### src/hw/rtl/assert_macros.svh
// assertion macros used by the top-level rtl file
`ifndef ASSERT_MACROS_SVH
`define ASSERT_MACROS_SVH

// same-cycle implication
`define PLD_ASSERT_IMP(label, clk, rst_n, ante, cons, msg) \
    label: assert property (@(posedge clk) disable iff (!rst_n) (ante) |-> (cons)) \
        else $error(msg);

// next-cycle implication
`define PLD_ASSERT_NXT(label, clk, rst_n, ante, cons, msg) \
    label: assert property (@(posedge clk) disable iff (!rst_n) (ante) |=> (cons)) \
        else $error(msg);

`endif

### src/hw/rtl/pld_pkg.sv
// package with sizes, codes and control types of the pooled list deque
package pld_pkg;

    localparam int POOL_ENTRIES = 64;
    localparam int HANDLE_BITS  = 32;

    localparam int OP_W        = 2;
    localparam int HANDLE_W    = 32;
    localparam int STATUS_W    = 2;
    localparam int COUNT_OUT_W = 7;

    localparam int IDX_W    = (POOL_ENTRIES > 1) ? $clog2(POOL_ENTRIES) : 1;
    localparam int LINK_W   = IDX_W + 1;
    localparam int COUNT_W  = $clog2(POOL_ENTRIES + 1);
    localparam int HSTORE_W = (HANDLE_BITS < HANDLE_W) ? HANDLE_BITS : HANDLE_W;

    localparam logic [LINK_W-1:0] NIL_LINK = '1;

    typedef enum logic [OP_W-1:0] {
        OP_PUSH_FRONT = 2'd0,
        OP_PUSH_BACK  = 2'd1,
        OP_POP_BACK   = 2'd2,
        OP_NONE       = 2'd3
    } op_t;

    typedef enum logic [STATUS_W-1:0] {
        ST_DONE  = 2'd0,
        ST_EMPTY = 2'd1,
        ST_FULL  = 2'd2
    } status_t;

    typedef enum logic [2:0] {
        CMD_NOP        = 3'd0,
        CMD_START      = 3'd1,
        CMD_PUSH_FRONT = 3'd2,
        CMD_PUSH_BACK  = 3'd3,
        CMD_PUSH_TAIL  = 3'd4,
        CMD_WALK       = 3'd5,
        CMD_POP        = 3'd6
    } dp_cmd_t;

    typedef struct packed {
        dp_cmd_t op;
        logic    emit;
        status_t status;
    } pld_cmd_t;

    typedef struct packed {
        logic count_zero;
        logic count_one;
        logic full;
        logic tail_valid;
        logic walk_hit;
        logic next_valid;
        logic op_front;
        logic out_free;
    } pld_sts_t;

endpackage

### src/hw/rtl/pld_if.sv
// request and response channel interfaces of the pooled list deque
interface pld_req_if;
    logic                          valid;
    logic                          ready;
    logic [pld_pkg::OP_W-1:0]      operation;
    logic [pld_pkg::HANDLE_W-1:0]  handle;

    modport source (output valid, output operation, output handle, input ready);
    modport sink   (input valid, input operation, input handle, output ready);
endinterface

interface pld_rsp_if;
    logic                            valid;
    logic                            ready;
    logic [pld_pkg::HANDLE_W-1:0]    popped_handle;
    logic [pld_pkg::STATUS_W-1:0]    status;
    logic [pld_pkg::COUNT_OUT_W-1:0] entry_count;

    modport source (output valid, output popped_handle, output status, output entry_count,
                    input ready);
    modport sink   (input valid, input popped_handle, input status, input entry_count,
                    output ready);
endinterface

### src/hw/rtl/pld_dpath.sv
// datapath: link and handle stores, list pointers, count and result register
module pld_dpath (
    input  logic                              clk,
    input  logic                              rst_n,
    input  pld_pkg::pld_cmd_t                 cmd,
    output pld_pkg::pld_sts_t                 sts,
    input  logic [pld_pkg::OP_W-1:0]          in_operation,
    input  logic [pld_pkg::HANDLE_W-1:0]      in_handle,
    output logic                              out_valid,
    input  logic                              out_ready,
    output logic [pld_pkg::HANDLE_W-1:0]      out_popped,
    output logic [pld_pkg::STATUS_W-1:0]      out_status,
    output logic [pld_pkg::COUNT_OUT_W-1:0]   out_count
);

    localparam int N   = pld_pkg::POOL_ENTRIES;
    localparam int IW  = pld_pkg::IDX_W;
    localparam int LW  = pld_pkg::LINK_W;
    localparam int CW  = pld_pkg::COUNT_W;
    localparam int HW  = pld_pkg::HSTORE_W;

    function automatic logic link_ok(input logic [LW-1:0] l);
        return l < LW'(N);
    endfunction

    function automatic logic [LW-1:0] reset_link(input logic [IW-1:0] a);
        logic [LW-1:0] r;
        if (a == IW'(N - 1))
            r = pld_pkg::NIL_LINK;
        else
            r = LW'(a) + LW'(1);
        return r;
    endfunction

    logic [LW-1:0] link_mem_reg [N];
    logic [HW-1:0] handle_mem_reg [N];

    logic [N-1:0]  link_valid_reg, link_valid_next;
    logic [LW-1:0] link_rdata_reg;
    logic          link_rd_valid_reg;
    logic [IW-1:0] link_rd_addr_reg;
    logic [HW-1:0] hdl_rdata_reg;

    logic [LW-1:0] head_reg, head_next;
    logic [LW-1:0] tail_reg, tail_next;
    logic [LW-1:0] free_reg, free_next;
    logic [CW-1:0] count_reg, count_next;
    logic [IW-1:0] cur_reg, cur_next;
    logic [IW-1:0] slot_reg, slot_next;
    logic [HW-1:0] handle_reg, handle_next;
    logic          op_front_reg, op_front_next;

    logic                            out_valid_reg, out_valid_next;
    logic [pld_pkg::HANDLE_W-1:0]    out_popped_reg, out_popped_next;
    logic [pld_pkg::STATUS_W-1:0]    out_status_reg, out_status_next;
    logic [pld_pkg::COUNT_OUT_W-1:0] out_count_reg, out_count_next;

    logic          link_rd_en, link_wr_en, hdl_rd_en, hdl_wr_en;
    logic [IW-1:0] link_rd_addr, link_wr_addr, hdl_rd_addr, hdl_wr_addr;
    logic [LW-1:0] link_wr_data;

    logic [LW-1:0] link_word;
    logic          out_free;

    // entries never written read as their reset link
    assign link_word = link_rd_valid_reg ? link_rdata_reg : reset_link(link_rd_addr_reg);
    assign out_free  = !out_valid_reg || out_ready;

    assign sts.count_zero = (count_reg == '0);
    assign sts.count_one  = (count_reg == CW'(1));
    assign sts.full       = (count_reg >= CW'(N)) || !link_ok(free_reg);
    assign sts.tail_valid = link_ok(tail_reg);
    assign sts.walk_hit   = (link_word == LW'(slot_reg));
    assign sts.next_valid = link_ok(link_word);
    assign sts.op_front   = op_front_reg;
    assign sts.out_free   = out_free;

    always_comb
    begin
        head_next       = head_reg;
        tail_next       = tail_reg;
        free_next       = free_reg;
        count_next      = count_reg;
        cur_next        = cur_reg;
        slot_next       = slot_reg;
        handle_next     = handle_reg;
        op_front_next   = op_front_reg;
        link_rd_en      = 1'b0;
        link_rd_addr    = cur_reg;
        link_wr_en      = 1'b0;
        link_wr_addr    = free_reg[IW-1:0];
        link_wr_data    = pld_pkg::NIL_LINK;
        hdl_rd_en       = 1'b0;
        hdl_rd_addr     = tail_reg[IW-1:0];
        hdl_wr_en       = 1'b0;
        hdl_wr_addr     = free_reg[IW-1:0];

        case (cmd.op)
            pld_pkg::CMD_START:
            begin
                op_front_next = (in_operation == pld_pkg::OP_PUSH_FRONT);
                handle_next   = in_handle[HW-1:0];
                slot_next     = tail_reg[IW-1:0];
                cur_next      = head_reg[IW-1:0];
                link_rd_en    = 1'b1;
                link_rd_addr  = (in_operation == pld_pkg::OP_POP_BACK) ? head_reg[IW-1:0]
                                                                       : free_reg[IW-1:0];
                hdl_rd_en     = 1'b1;
            end
            pld_pkg::CMD_PUSH_FRONT:
            begin
                link_wr_en   = 1'b1;
                link_wr_data = head_reg;
                hdl_wr_en    = 1'b1;
                free_next    = link_word;
                head_next    = free_reg;
                if (sts.count_zero)
                    tail_next = free_reg;
                count_next   = count_reg + CW'(1);
            end
            pld_pkg::CMD_PUSH_BACK:
            begin
                link_wr_en   = 1'b1;
                hdl_wr_en    = 1'b1;
                free_next    = link_word;
                if (sts.count_zero)
                    head_next = free_reg;
                cur_next     = tail_reg[IW-1:0];
                tail_next    = free_reg;
                count_next   = count_reg + CW'(1);
            end
            pld_pkg::CMD_PUSH_TAIL:
            begin
                link_wr_en   = 1'b1;
                link_wr_addr = cur_reg;
                link_wr_data = tail_reg;
            end
            pld_pkg::CMD_WALK:
            begin
                if (sts.walk_hit)
                begin
                    tail_next    = LW'(cur_reg);
                    link_wr_en   = 1'b1;
                    link_wr_addr = cur_reg;
                end
                else if (!sts.next_valid)
                begin
                    tail_next = link_word;
                end
                else
                begin
                    cur_next     = link_word[IW-1:0];
                    link_rd_en   = 1'b1;
                    link_rd_addr = link_word[IW-1:0];
                end
            end
            pld_pkg::CMD_POP:
            begin
                link_wr_en   = 1'b1;
                link_wr_addr = slot_reg;
                link_wr_data = free_reg;
                free_next    = LW'(slot_reg);
                count_next   = count_reg - CW'(1);
                if (sts.count_one)
                begin
                    head_next = pld_pkg::NIL_LINK;
                    tail_next = pld_pkg::NIL_LINK;
                end
            end
            default:
            begin
            end
        endcase
    end

    always_comb
    begin
        link_valid_next = link_valid_reg;
        if (link_wr_en)
            link_valid_next[link_wr_addr] = 1'b1;
    end

    always_comb
    begin
        out_valid_next  = out_valid_reg;
        out_popped_next = out_popped_reg;
        out_status_next = out_status_reg;
        out_count_next  = out_count_reg;
        if (cmd.emit)
        begin
            out_valid_next  = 1'b1;
            out_popped_next = (cmd.op == pld_pkg::CMD_POP) ? pld_pkg::HANDLE_W'(hdl_rdata_reg)
                                                           : '0;
            out_status_next = cmd.status;
            out_count_next  = pld_pkg::COUNT_OUT_W'(count_next);
        end
        else if (out_ready)
        begin
            out_valid_next = 1'b0;
        end
    end

    always_ff @(posedge clk or negedge rst_n)
    begin
        if (!rst_n)
        begin
            head_reg       <= pld_pkg::NIL_LINK;
            tail_reg       <= pld_pkg::NIL_LINK;
            free_reg       <= '0;
            count_reg      <= '0;
            link_valid_reg <= '0;
            out_valid_reg  <= 1'b0;
        end
        else
        begin
            head_reg       <= head_next;
            tail_reg       <= tail_next;
            free_reg       <= free_next;
            count_reg      <= count_next;
            link_valid_reg <= link_valid_next;
            out_valid_reg  <= out_valid_next;
        end
    end

    always_ff @(posedge clk)
    begin
        cur_reg        <= cur_next;
        slot_reg       <= slot_next;
        handle_reg     <= handle_next;
        op_front_reg   <= op_front_next;
        out_popped_reg <= out_popped_next;
        out_status_reg <= out_status_next;
        out_count_reg  <= out_count_next;
    end

    // link store, registered read
    always_ff @(posedge clk)
    begin
        if (link_wr_en)
            link_mem_reg[link_wr_addr] <= link_wr_data;
        if (link_rd_en)
        begin
            link_rdata_reg    <= link_mem_reg[link_rd_addr];
            link_rd_valid_reg <= link_valid_reg[link_rd_addr];
            link_rd_addr_reg  <= link_rd_addr;
        end
    end

    // handle store, registered read
    always_ff @(posedge clk)
    begin
        if (hdl_wr_en)
            handle_mem_reg[hdl_wr_addr] <= handle_reg;
        if (hdl_rd_en)
            hdl_rdata_reg <= handle_mem_reg[hdl_rd_addr];
    end

    assign out_valid  = out_valid_reg;
    assign out_popped = out_popped_reg;
    assign out_status = out_status_reg;
    assign out_count  = out_count_reg;

endmodule

### src/hw/rtl/pld_ctrl.sv
// controller state machine sequencing push, walk and pop steps
module pld_ctrl (
    input  logic                         clk,
    input  logic                         rst_n,
    input  logic                         in_valid,
    input  logic [pld_pkg::OP_W-1:0]     in_operation,
    output logic                         in_ready,
    input  pld_pkg::pld_sts_t            sts,
    output pld_pkg::pld_cmd_t            cmd
);

    typedef enum logic [2:0] {
        S_IDLE,
        S_PUSH,
        S_PUSH_TAIL,
        S_WALK,
        S_POP,
        S_FIN
    } state_t;

    state_t            state_reg, state_next;
    pld_pkg::status_t  fin_status_reg, fin_status_next;

    logic is_push;
    logic is_pop;

    assign is_push = (in_operation == pld_pkg::OP_PUSH_FRONT) ||
                     (in_operation == pld_pkg::OP_PUSH_BACK);
    assign is_pop  = (in_operation == pld_pkg::OP_POP_BACK);
    assign in_ready = (state_reg == S_IDLE);

    always_comb
    begin
        state_next      = state_reg;
        fin_status_next = fin_status_reg;
        cmd             = '{op: pld_pkg::CMD_NOP, emit: 1'b0, status: pld_pkg::ST_DONE};

        case (state_reg)
            S_IDLE:
            begin
                if (in_valid)
                begin
                    cmd.op = pld_pkg::CMD_START;
                    if (is_push && sts.full)
                    begin
                        fin_status_next = pld_pkg::ST_FULL;
                        state_next      = S_FIN;
                    end
                    else if (is_push)
                    begin
                        state_next = S_PUSH;
                    end
                    else if (is_pop && (sts.count_zero || !sts.tail_valid))
                    begin
                        fin_status_next = pld_pkg::ST_EMPTY;
                        state_next      = S_FIN;
                    end
                    else if (is_pop && sts.count_one)
                    begin
                        state_next = S_POP;
                    end
                    else if (is_pop)
                    begin
                        state_next = S_WALK;
                    end
                    else
                    begin
                        fin_status_next = pld_pkg::ST_DONE;
                        state_next      = S_FIN;
                    end
                end
            end
            S_PUSH:
            begin
                if (sts.out_free)
                begin
                    if (sts.op_front)
                    begin
                        cmd.op     = pld_pkg::CMD_PUSH_FRONT;
                        cmd.emit   = 1'b1;
                        state_next = S_IDLE;
                    end
                    else
                    begin
                        cmd.op = pld_pkg::CMD_PUSH_BACK;
                        if (sts.count_zero || !sts.tail_valid)
                        begin
                            cmd.emit   = 1'b1;
                            state_next = S_IDLE;
                        end
                        else
                        begin
                            state_next = S_PUSH_TAIL;
                        end
                    end
                end
            end
            S_PUSH_TAIL:
            begin
                if (sts.out_free)
                begin
                    cmd.op     = pld_pkg::CMD_PUSH_TAIL;
                    cmd.emit   = 1'b1;
                    state_next = S_IDLE;
                end
            end
            S_WALK:
            begin
                cmd.op = pld_pkg::CMD_WALK;
                if (sts.walk_hit || !sts.next_valid)
                    state_next = S_POP;
            end
            S_POP:
            begin
                if (sts.out_free)
                begin
                    cmd.op     = pld_pkg::CMD_POP;
                    cmd.emit   = 1'b1;
                    state_next = S_IDLE;
                end
            end
            S_FIN:
            begin
                if (sts.out_free)
                begin
                    cmd.emit   = 1'b1;
                    cmd.status = fin_status_reg;
                    state_next = S_IDLE;
                end
            end
            default:
            begin
                state_next = S_IDLE;
            end
        endcase
    end

    always_ff @(posedge clk or negedge rst_n)
    begin
        if (!rst_n)
        begin
            state_reg      <= S_IDLE;
            fin_status_reg <= pld_pkg::ST_DONE;
        end
        else
        begin
            state_reg      <= state_next;
            fin_status_reg <= fin_status_next;
        end
    end

endmodule

### src/hw/rtl/pooled_linked_list_deque.sv
// top level of the pooled linked list deque
// A singly linked list of data handles kept in a pool of 64 entries with its own free
// list. Each request word pushes a handle at the front, pushes one at the back or pops
// the back entry, and gives exactly one response word with the popped handle, a status
// and the entry count afterwards. One request is worked at a time; the link store has a
// single registered read port and one write port, and that sets the timing. A push at
// the front reads the free entry's link and writes the new entry; a push at the back
// also writes the old tail's link, in a step of its own, unless the list was empty. A
// pop walks from the head to the entry before the tail, reading one link per cycle; a
// one-entry list needs no walk. The response sits in an output register, so the next
// request is taken while a response waits; a request that finishes while the earlier
// response is still held waits for it to be taken. After reset the block is ready at
// once: link entries not yet written read as their reset chain, so there is no
// clearing pass.
`include "assert_macros.svh"

module pooled_linked_list_deque (
    input  logic       clk,
    input  logic       rst_n,
    pld_req_if.sink    req,
    pld_rsp_if.source  rsp
);

    pld_pkg::pld_cmd_t cmd;
    pld_pkg::pld_sts_t sts;

    pld_ctrl u_ctrl (
        .clk          (clk),
        .rst_n        (rst_n),
        .in_valid     (req.valid),
        .in_operation (req.operation),
        .in_ready     (req.ready),
        .sts          (sts),
        .cmd          (cmd)
    );

    pld_dpath u_dpath (
        .clk          (clk),
        .rst_n        (rst_n),
        .cmd          (cmd),
        .sts          (sts),
        .in_operation (req.operation),
        .in_handle    (req.handle),
        .out_valid    (rsp.valid),
        .out_ready    (rsp.ready),
        .out_popped   (rsp.popped_handle),
        .out_status   (rsp.status),
        .out_count    (rsp.entry_count)
    );

    // a response is only loaded when the output register can take it
    `PLD_ASSERT_IMP(a_emit_slot_free, clk, rst_n, cmd.emit, sts.out_free, "response overwritten")

    // one request word at a time
    `PLD_ASSERT_NXT(a_one_word, clk, rst_n, req.valid && req.ready, !req.ready, "second word taken")

    // failed operations return no handle
    `PLD_ASSERT_IMP(a_fail_zero, clk, rst_n, rsp.valid && (rsp.status != pld_pkg::ST_DONE), rsp.popped_handle == '0, "handle on failure")

    // a walk never starts with fewer than two entries
    `PLD_ASSERT_IMP(a_walk_count, clk, rst_n, cmd.op == pld_pkg::CMD_WALK, !sts.count_zero && !sts.count_one, "walk on short list")

endmodule
### src/flat_wrapper.sv
// flat-port wrapper written by rule: the top's interface ports become plain ports
module pooled_linked_list_deque_flat 
  (clk, rst_n, req_valid, req_operation, req_handle, req_ready, rsp_valid, rsp_popped_handle, rsp_status, rsp_entry_count, rsp_ready);
  pld_req_if req_i ();
  pld_rsp_if rsp_i ();
  input  logic clk;
  input  logic rst_n;
  input wire logic [$bits(req_i.valid)-1:0] req_valid;
  input wire logic [$bits(req_i.operation)-1:0] req_operation;
  input wire logic [$bits(req_i.handle)-1:0] req_handle;
  output wire logic [$bits(req_i.ready)-1:0] req_ready;
  output wire logic [$bits(rsp_i.valid)-1:0] rsp_valid;
  output wire logic [$bits(rsp_i.popped_handle)-1:0] rsp_popped_handle;
  output wire logic [$bits(rsp_i.status)-1:0] rsp_status;
  output wire logic [$bits(rsp_i.entry_count)-1:0] rsp_entry_count;
  input wire logic [$bits(rsp_i.ready)-1:0] rsp_ready;
  assign req_i.valid = req_valid;
  assign req_i.operation = req_operation;
  assign req_i.handle = req_handle;
  assign req_ready = req_i.ready;
  assign rsp_valid = rsp_i.valid;
  assign rsp_popped_handle = rsp_i.popped_handle;
  assign rsp_status = rsp_i.status;
  assign rsp_entry_count = rsp_i.entry_count;
  assign rsp_i.ready = rsp_ready;
  pooled_linked_list_deque u_core (.clk(clk), .rst_n(rst_n), .req(req_i), .rsp(rsp_i));
endmodule
### config.mk
export PLATFORM = sky130hd
export DESIGN_NAME = pooled_linked_list_deque_flat
export DESIGN_NICKNAME = d
export VERILOG_FILES = /design/src/hw/rtl/pld_pkg.sv /design/src/hw/rtl/pld_if.sv /design/src/hw/rtl/pld_dpath.sv /design/src/hw/rtl/pld_ctrl.sv /design/src/hw/rtl/pooled_linked_list_deque.sv /design/src/flat_wrapper.sv
export VERILOG_INCLUDE_DIRS = /design/src /design/src/hw/rtl
export SDC_FILE = /design/constraint.sdc
export NUM_CORES = 2
export LEC_CHECK = 0
export ABC_CLOCK_PERIOD_IN_PS = 9100
export BUFFER_PORTS_ARGS = -buffer_cell sky130_fd_sc_hd__buf_2
export CAP_MARGIN = 15
export CORE_UTILIZATION = 30
export CTS_CLUSTER_DIAMETER = 80
export DETAILED_ROUTE_END_ITERATION = 10
export PLACE_DENSITY = 0.5
export REMOVE_ABC_BUFFERS = 1
export SLEW_MARGIN = 15
export SYNTH_ARGS = -nofsm -noshare
export SYNTH_HDL_FRONTEND = slang
export SYNTH_SLANG_ARGS = --single-unit
export TNS_END_PERCENT = 20
### constraint.sdc
create_clock -name clk -period 9.1 [get_ports clk]
set_clock_uncertainty 0.15 [all_clocks]
set_input_delay 1.82 -clock clk [delete_from_list [all_inputs] [get_ports clk]]
set_output_delay 1.82 -clock clk [all_outputs]
set_load 0.02 [all_outputs]
==> results.txt <==
- For this run, design rule violations remaining after detail routing come to 0.
- In the final routed layout, each cell accounts on average for between 20 and 30 um.
* Number of clock buffers inserted by TritonCTS: approximately 300
- Gates resized during post-CTS repair numbered 0.
* Syn Inst Count: slightly above 5000
- Clock tree synthesis found a total of roughly 2700 sinks.
* Die footprint: around 0.36 mm^2
- Most used cells in the layout excluding fill and tap cells: 2628 x edfxtp_1, 672 x mux4_2, 298 x clkbuf_16, 187 x nand2_1, 157 x buf_4
- Core Region: 0.3505 mm^2
- In this run the vertical extent of the chip is about 600 um.
* Global-route total usage across every layer: 16.48%
- RSZ-0062 raised after global routing: no
- Number of search-and-repair iterations in the first detailed-routing pass: 6
* Initial antenna violation count: 25
* Largest cells by area after synthesis: edfxtp_1 74%, mux4_2 14%, dfrtp_1 2.0%
- Tightest slew margin relative to the limit: 13.86%
- Number of rows created at floorplan: 217
- Insertion delay to the later sink of the worst-skew pair: around 860 ps
- Most used flip-flop cell after synthesis: edfxtp_1
- The final number of hold-violating endpoints was 0.
- The critical path is of the reg -> reg type.
* Most common library cell in the layout ignoring fill and taps: edfxtp_1
- Transition time of the tightest slew-check pin: 1287 ps
- Worst Path Required: 9580 ps
* Status: completed
- Global placer's final weighted congestion: 0.7771
- The count of pins over their slew limit was 0.
- CP endpoint kind: flop
* Global-route wire length before repair: 418600 um
- Mean cell area of the mapped netlist: 20.83 um^2
- The wire-length estimate of the detail-placed layout is approximately 160000 um.
* Number of buffers added for setup after CTS: 0
- In this run the biggest area consumer among cell types represents 74.43% of the synthesized area.
* CTS tree: built
- Worst min path class: reg -> reg
- In this run, distinct cell masters in the synthesized netlist total 77.
- Async set-or-reset flop fraction in the synthesized netlist: 3.595%
- Along the worst path, the maximum fanout reaches 126.
- Total Negative Setup Slacks: 0 ps
- Pin count of the biggest net entering global routing: around 130
- The die is 596.5 um wide.
* Buffers from clock root to sink, at most: 4
* Synthesis-to-layout area growth: 15.39%
- Number of max-cap violations: 0
* Htree depth: 5
- The cell sitting at the root of the clock tree is a clkbuf_16.
* Summed instance area of the synthesized netlist: 0.1060 mm^2
- Static leakage: between 30 and 40 nW
- Number of flops mapped to enable cells by yosys: approximately 2600
- In this run the tool buffered the top-level ports with 80 buffer cells.
- CTS hold repair buffers: 0
* Power density of the placed cells: 322.9 mW/mm^2
- The number of global-route vias before repair was around 54000.
- Arrival time reported for the critical path endpoint: 7350 ps
- Seq cells post-synth: ~2700
* Worst slack after detailed placement: 1899 ps
* Total number of vias: 52871
- Initial Utilization: a little under a third
- Worst IR drop on VDD: around 0.30 mV
- Share of cells above drive strength 1: 26.37%
* Number of failing setup endpoints in the final timing report: 0
- Post-DR vias/cell: 5.163
- Sequential-to-total area share from yosys stat: 76.76%
- The detailed router finished its first iteration with ~6000 violations.
- The worst path needs between 6000 and 7000 ps of the cycle, external delays included.
* Total global routing overflow: 0
- Based on the critical path, the design can be clocked at up to 145.6 MHz.
* Placed Area: about 0.11 mm^2
* Final hold slack: 315.0 ps
- Design Area, Final: around 0.12 mm^2
* Clock slew at the register clock pins of the worst setup and hold paths: around 60 ps
* Residual antenna-violating net count after detailed routing: 0
- Number of flip-flops under the largest register name: 2048
- At the end of the flow the core is filled with cells to 34.90%.
- The worst path uses around 75% of the clock period.
* Crit path setup slack, layout: roughly 2200 ps
- Wires add up to a little under 300000 um.
- For this run, the post-layout net count is between 5000 and 6000.
* Cell type with the highest aggregate area in the netlist: edfxtp_1
* Synth Warn #: 0
- I/O pin count: 81
* Startpoint class of the critical path: flop
synthesized netlist by cell type, drive strengths merged (14+ instances only):
cell type	instances
mux4	672
buf	111
nand2	193
o21ai	93
clkbuf	221
a22oi	21
dfrtp	84
nand4	19
nand3	125
a211oi	156
o21bai	64
and2	39
and3	132
nor2b	16
nor4	18
dfstp	14
inv	19
edfxtp	2628
nor2	165
a311oi	41
a21oi	53
nor3	14
o31ai	33
cell type report:
type | count | area (um^2)
timing repair buffer | 243 | 1714
clock inverter | 170 | 1803
fill | 32391 | 228200
inverter | 19 | 76.32
multi-input combinational | 2013 | 23760
tap | 4708 | 5891
clock buffer | 355 | 7671
sequential | 2726 | 81400
antenna | 7 | 17.52
per-stage QoR:
| step | cells | power (mW) |
|---|---|---|
| 2_1_floorplan | 4758 | 25.07 |
| 3_3_place_gp | 9709 | 27.94 |
| 3_5_place_dp | 9709 | 28.05 |
| 4_1_cts | 10234 | 39.95 |
| 5_1_grt | 10237 | 41.02 |
| 6_report | 10241 | 39.51 |
cell families after synthesis:
logic type,count (synthesis),share of synthesized area (%)
flip-flops,2726,76.76
AO/OA/AOI/OAI,557,3.817
AND/OR/NAND/NOR,762,3.555
XOR/XNOR,8,0.08025
buffers and inverters,351,1.356
adder cells (fa/ha/maj),4,0.04721
multiplexers,682,14.38
metal layers:
metal	track usage, %	vias to the layer above	wire length (um)
met5	0	-	12
li1	-	21797	-
met3	3.196	386	20240
met4	3.947	2	6775
met1	22.34	28835	125100
met2	27.25	1851	146000
worst max-delay path, stage by stage (launching register included):
cell       delay, ps
edfxtp_1         850
mux2i_4          390
xnor2_1           80
or4_1            460
a311o_1          370
o21a_1           310
a21boi_4         770
nand2_8          620
inv_2           1110
buf_4            400
a21oi_1          120
a211oi_1         350
nor4_1           160
a2111oi_2        380
where the power goes:
| part | switching [mW] | internal (mW) |
|---|---|---|
| logic | 7.28 | 4.23 |
| clock network | 4.95 | 6.95 |
| registers | 0.590 | 15.5 |
| total | 12.8 | 26.7 |
final timing paths:
path	cells after the start	slack, ps	start	endpoint
min in group asynchronous	1	780	rst_n	u_core.u_ctrl.state_reg[1]
max in group asynchronous	2	6730	rst_n	u_core.u_dpath.link_valid_reg[10]
worst max register to register	13	2230	u_core.u_dpath.link_rd_valid_reg	u_core.u_dpath.link_rdata_reg[0]
worst max-delay path	13	2230	u_core.u_dpath.link_rd_valid_reg	u_core.u_dpath.link_rdata_reg[0]
worst min register to register	1	310	u_core.u_dpath.link_valid_reg[39]	u_core.u_dpath.link_valid_reg[39]
worst min-delay path	1	310	u_core.u_dpath.link_valid_reg[39]	u_core.u_dpath.link_valid_reg[39]
No activity file was read; power rests on OpenSTA's default activity.
